`config.mk`:
```
export PLATFORM = sky130hd
export DESIGN_NAME = ccle_ctrl
export DESIGN_NICKNAME = d
export VERILOG_FILES = /design/src/design/ccle_pkg.sv /design/src/design/ccle_ctrl.sv
export SDC_FILE = /design/constraint.sdc
export NUM_CORES = 1
export LEC_CHECK = 0
export ABC_AREA = 1
export BUFFER_PORTS_ARGS = -buffer_cell sky130_fd_sc_hd__buf_2
export CAP_MARGIN = 20
export CORE_AREA = 2 2 39 41
export CTS_CLUSTER_DIAMETER = 50
export DETAILED_ROUTE_END_ITERATION = 10
export DIE_AREA = 0 0 41 43
export PLACE_DENSITY = 0.34
export RECOVER_POWER = 50
export REMOVE_ABC_BUFFERS = 1
export SYNTH_ARGS = -nofsm -noshare
export SYNTH_HDL_FRONTEND = slang
export SYNTH_SLANG_ARGS = --single-unit
```
`constraint.sdc`:
```
create_clock -name clk -period 2.1 [get_ports clk]
set_input_delay 0.21 -clock clk [delete_from_list [all_inputs] [get_ports clk]]
set_output_delay 0.21 -clock clk [all_outputs]
set_load 0.005 [all_outputs]
```
`src/design/ccle_pkg.sv`:
```
// shared types and codes for the cheat code line executor
package ccle_pkg;

	localparam int ADDR_W = 28;
	localparam int WADDR_W = ADDR_W - 2;

	localparam logic [1:0] FUNC_LINE  = 2'd0;
	localparam logic [1:0] FUNC_STORE = 2'd1;
	localparam logic [1:0] FUNC_LOAD  = 2'd2;

	localparam logic [3:0] CT_OR   = 4'h2;
	localparam logic [3:0] CT_BSET = 4'h3;
	localparam logic [3:0] CT_AND  = 4'h6;
	localparam logic [3:0] CT_EQ   = 4'h7;
	localparam logic [3:0] CT_HSET = 4'h8;
	localparam logic [3:0] CT_NE   = 4'hA;
	localparam logic [3:0] CT_GT   = 4'hB;
	localparam logic [3:0] CT_LT   = 4'hC;
	localparam logic [3:0] CT_KEYS = 4'hD;
	localparam logic [3:0] CT_ADD  = 4'hE;
	localparam logic [3:0] CT_MASK = 4'hF;

	localparam logic [1:0] BYTE_HI = 2'd3;

	localparam logic [ADDR_W-1:0] KEY_TEST_ADDR = 28'h0000020;

	typedef struct packed {
		logic [1:0]        func;
		logic [3:0]        code_type;
		logic [ADDR_W-1:0] address;
		logic [15:0]       operand;
		logic              long_operand;
		logic              cheat_start;
		logic [31:0]       host_data;
		logic [15:0]       keypad;
	} req_item_t;

	typedef struct packed {
		logic [31:0] read_data;
		logic        execute_next;
	} res_item_t;

	typedef struct packed {
		logic load;
		logic rd;
		logic exe;
		logic wr2;
	} ccle_cmd_t;

	typedef struct packed {
		logic idx_done;
		logic need_wr2;
	} ccle_status_t;

endpackage

```
`src/design/ccle_ctrl.sv`:
```
// control state machine for the cheat code line executor
module ccle_ctrl import ccle_pkg::*; (
	input  logic         clk,
	input  logic         arst_n,
	input  logic         req_valid,
	output logic         req_stall,
	output logic         res_valid,
	input  logic         res_stall,
	input  ccle_status_t status,
	output ccle_cmd_t    cmd
);

	localparam logic [1:0] ST_IDLE = 2'd0;
	localparam logic [1:0] ST_RD   = 2'd1;
	localparam logic [1:0] ST_EXE  = 2'd2;
	localparam logic [1:0] ST_WR2  = 2'd3;

	logic [1:0] state_q;
	logic [1:0] state_next;
	logic       res_valid_q;
	logic       res_free;

	assign res_free  = !res_valid_q || !res_stall;
	assign req_stall = (state_q != ST_IDLE);
	assign res_valid = res_valid_q;

	always_comb begin
		state_next = state_q;
		cmd        = '0;
		unique case (state_q)
			ST_IDLE: begin
				if (req_valid) begin
					cmd.load   = 1'b1;
					state_next = ST_RD;
				end
			end
			ST_RD: begin
				if (status.idx_done) begin
					cmd.rd     = 1'b1;
					state_next = ST_EXE;
				end
			end
			ST_EXE: begin
				if (res_free) begin
					cmd.exe    = 1'b1;
					state_next = status.need_wr2 ? ST_WR2 : ST_IDLE;
				end
			end
			ST_WR2: begin
				cmd.wr2    = 1'b1;
				state_next = ST_IDLE;
			end
			default: begin
				state_next = ST_IDLE;
			end
		endcase
	end

	always_ff @(posedge clk or negedge arst_n) begin
		if (!arst_n) begin
			state_q     <= ST_IDLE;
			res_valid_q <= 1'b0;
		end else begin
			state_q <= state_next;
			if (cmd.exe) begin
				res_valid_q <= 1'b1;
			end else if (!res_stall) begin
				res_valid_q <= 1'b0;
			end
		end
	end

endmodule

```
==> results.yml <==
sta:
  rsz0062_at_grt: "false"
  period_share: 0.621
  max_slew_margin: 0.882
  final.min_clock_period_ps: 1300
  finClkSkew_ps: 1.35
  slew_violations: 0
  tightest_slew_ps: 178
  max_freq_mhz: 767
  final-hold-violation-count: 0
  setup_tns_ps: 0
  setup_viol: 0
  whs_ps: 208
critical_path:
  worstPathMaxFanout: 6
  path_buf_inv: 2
  r2r_setup_slack_ps: 1150
  crit_type: "flop to output port"
  cp-end-kind: "output port"
  cpPeakStageDelay_ps: 420
  cp-start-kind: "flop"
  reg2reg_depth: 4
  cpLargestDelayFamily: "flip-flops"
  path_cells: "nor2_1 -> inv_1 -> nor2_1 -> buf_2"
  cpMostUsedCell: "nor2_1"
  required_ps: 1890
  critPathArrivalTime_ps: 1090
  cp.depth: 4
  rr_startpoint: "state_q[0]"
  critical_path.slowest_cell: "dfrtp_1"
  worst_r2r_endpoint: "state_q[1]"
routing:
  vias_per_cell: 3.63
  ant_nets: 0
  drc: 0
  wirelength_um: 429
  drt_iter0_markers: 3
  wl_per_cell_um: 6.92
  vias: 225
  drt_first_pass_iters: 2
yosys:
  yosys_warnings: 0
  avgSynthCellArea_um2: 6.42
  ys_ff_latch: 3
  synth-simple-area-share: 0.383
  syn_inst: 30
  synth_area_um2: 193
  synth_cell_types: 11
  yosysSeqAreaShare: 0.390
  synth.mux.area_fraction: 0
  synth_compound_area_frac: 0.0714
  synth_fa_ha_area_frac: 0
  synth-xor-area-share: 0
  synth_top_family_by_area: "simple AND/OR/NAND/NOR gates"
clocking:
  root_buffer: "clkbuf_4"
  cts_resized: 0
  cts_tree: "yes"
  cts_buffers: 3
  cts_setup_buffers: 0
  clock_insertion_delay_worst_skew_ps: 230
  clk_path_buf_depth: 2
  clock_sinks: 3
  path_clk_slew_ps: 40
  htree_levels: 1
power_and_ir_drop:
  ir_drop_v: 0.000334
  p_sw_frac: 0.394
  switchingPower_mw: 0.150
  leakagePower_nw: 0.194
  power_frac_clock: 0.260
  p_int_mw: 0.231
  seq_power_share: 0.298
  powerDensity_nw_per_um2: 1290
  combPwrFrac: 0.441
grt:
  grt_max_degree: 7
  grt_pass1_wl_um: 683
  grt_overflow: 0
  antenna_found_initial: 0
  grt_usage: 0.0583
  grt_pass1_vias: 209
finish:
  fillCellCount: 162
  final_common_cell: "buf_2"
  nets: 53
  antenna_cells: 0
  syn2layout_area_growth_pct: 53.9
  mostFrequentLayoutCells: "buf_2, nand2_1, inv_1, nor2_1"
  drive_gt1_frac: 0.326
floorplanning:
  start_util: 0.139
  die-area_um2: 1760
  core_area_um2: 1380
  dieWidth_um: 41
  die-height_um: 43
  io-pin-count: 12
  fp-row-count: 14
place:
  gp_routability_congestion: 0.649
  hpwl_um: 370
  portBuffers: 11
min_path:
  hold_start: "res_stall"
  whs_path_depth: 3
  holdPathEnd: "res_valid"
  min_path_type: "primary input to flop"
outcome:
  outcome: "complete, no violations"
run:
  drv_cap: 0
-- kinds of logic after synthesis --
family,Yosys count
buffers and inverters,8
and+or+nand+nor,17
DFF,3
AOI/OAI and AO/OA,2
-- cells in the mapped netlist --
cell type | instances | area share
nand2_1 | 8 | 0.16
inv_1 | 7 | 0.14
nor2_1 | 4 | 0.078
dfrtp_1 | 3 | 0.39
nand3_1 | 2 | 0.052
inv_2 | 1 | 0.019
nand2_2 | 1 | 0.032
nand4_1 | 1 | 0.032
nor2_2 | 1 | 0.032
o21ai_0 | 1 | 0.026
o21ai_2 | 1 | 0.045
-- layer usage --
layer | part of all wire | global-route usage | up-vias
met4 | 0 | 0.0200 | 0
met5 | 0 | 0 | -
met1 | 0.42 | 0.0484 | 102
li1 | - | - | 120
met2 | 0.52 | 0.0969 | 3
met3 | 0.061 | 0.0471 | 0
-- stage by stage --
step	instances	util	power, mW	setup slack (ps)	cell area [um2]
after floorplan	30	-	0.231	1180	193
after global placement	57	0.193	0.306	1050	268
after detailed placement	57	0.193	0.302	1050	268
after CTS	62	0.220	0.408	801	304
after global routing	62	0.214	0.424	719	297
final	62	0.214	0.381	796	297
-- area by class of cell --
| type | instances | area [um2] | share of cell area |
|---|---|---|---|
| inverters | 8 | 30.0 | 0.101 |
| multi-input cells | 19 | 81.3 | 0.274 |
| flip-flops and latches | 3 | 75.1 | 0.253 |
| well taps | 16 | 20.0 | 0.0675 |
| repair buffers | 12 | 63.8 | 0.215 |
| clock buffers | 4 | 26.3 | 0.0886 |
-- power groups by stage --
stage / Combinational (mW) / Sequential [mW] / Clock, mW
final: 0.168 / 0.114 / 0.0993
after global routing: 0.191 / 0.118 / 0.115
after CTS: 0.187 / 0.116 / 0.105
after detailed placement: 0.185 / 0.116 / 0
after global placement: 0.189 / 0.116 / 0
after floorplan: 0.118 / 0.113 / 0
-- flip-flops by register name (all words and copies together), names as in the netlist --
register	count
state_q	2
res_valid	1
-- worst min-delay path, stage by stage --
cell	delay, ps
buf_2	70
nand2_1	50
nand2_1	60
-- repair_timing --
action	in CTS	in global routing
endpoints found under the hold margin	3	0
endpoints found under the setup margin	0	0
hold buffers	1	0
-- worst max path at each step --
stage                           from      to  slack (ps)
after detailed placement  state_q[0]  cmd[1]        1050
after global routing      state_q[0]  cmd[1]         720
after CTS                 state_q[0]  cmd[1]         800
after floorplan           state_q[0]  cmd[3]        1180
after global placement    state_q[1]  cmd[1]        1050
final                     state_q[0]  cmd[1]         800
No activity file was read; power rests on OpenSTA's default activity.
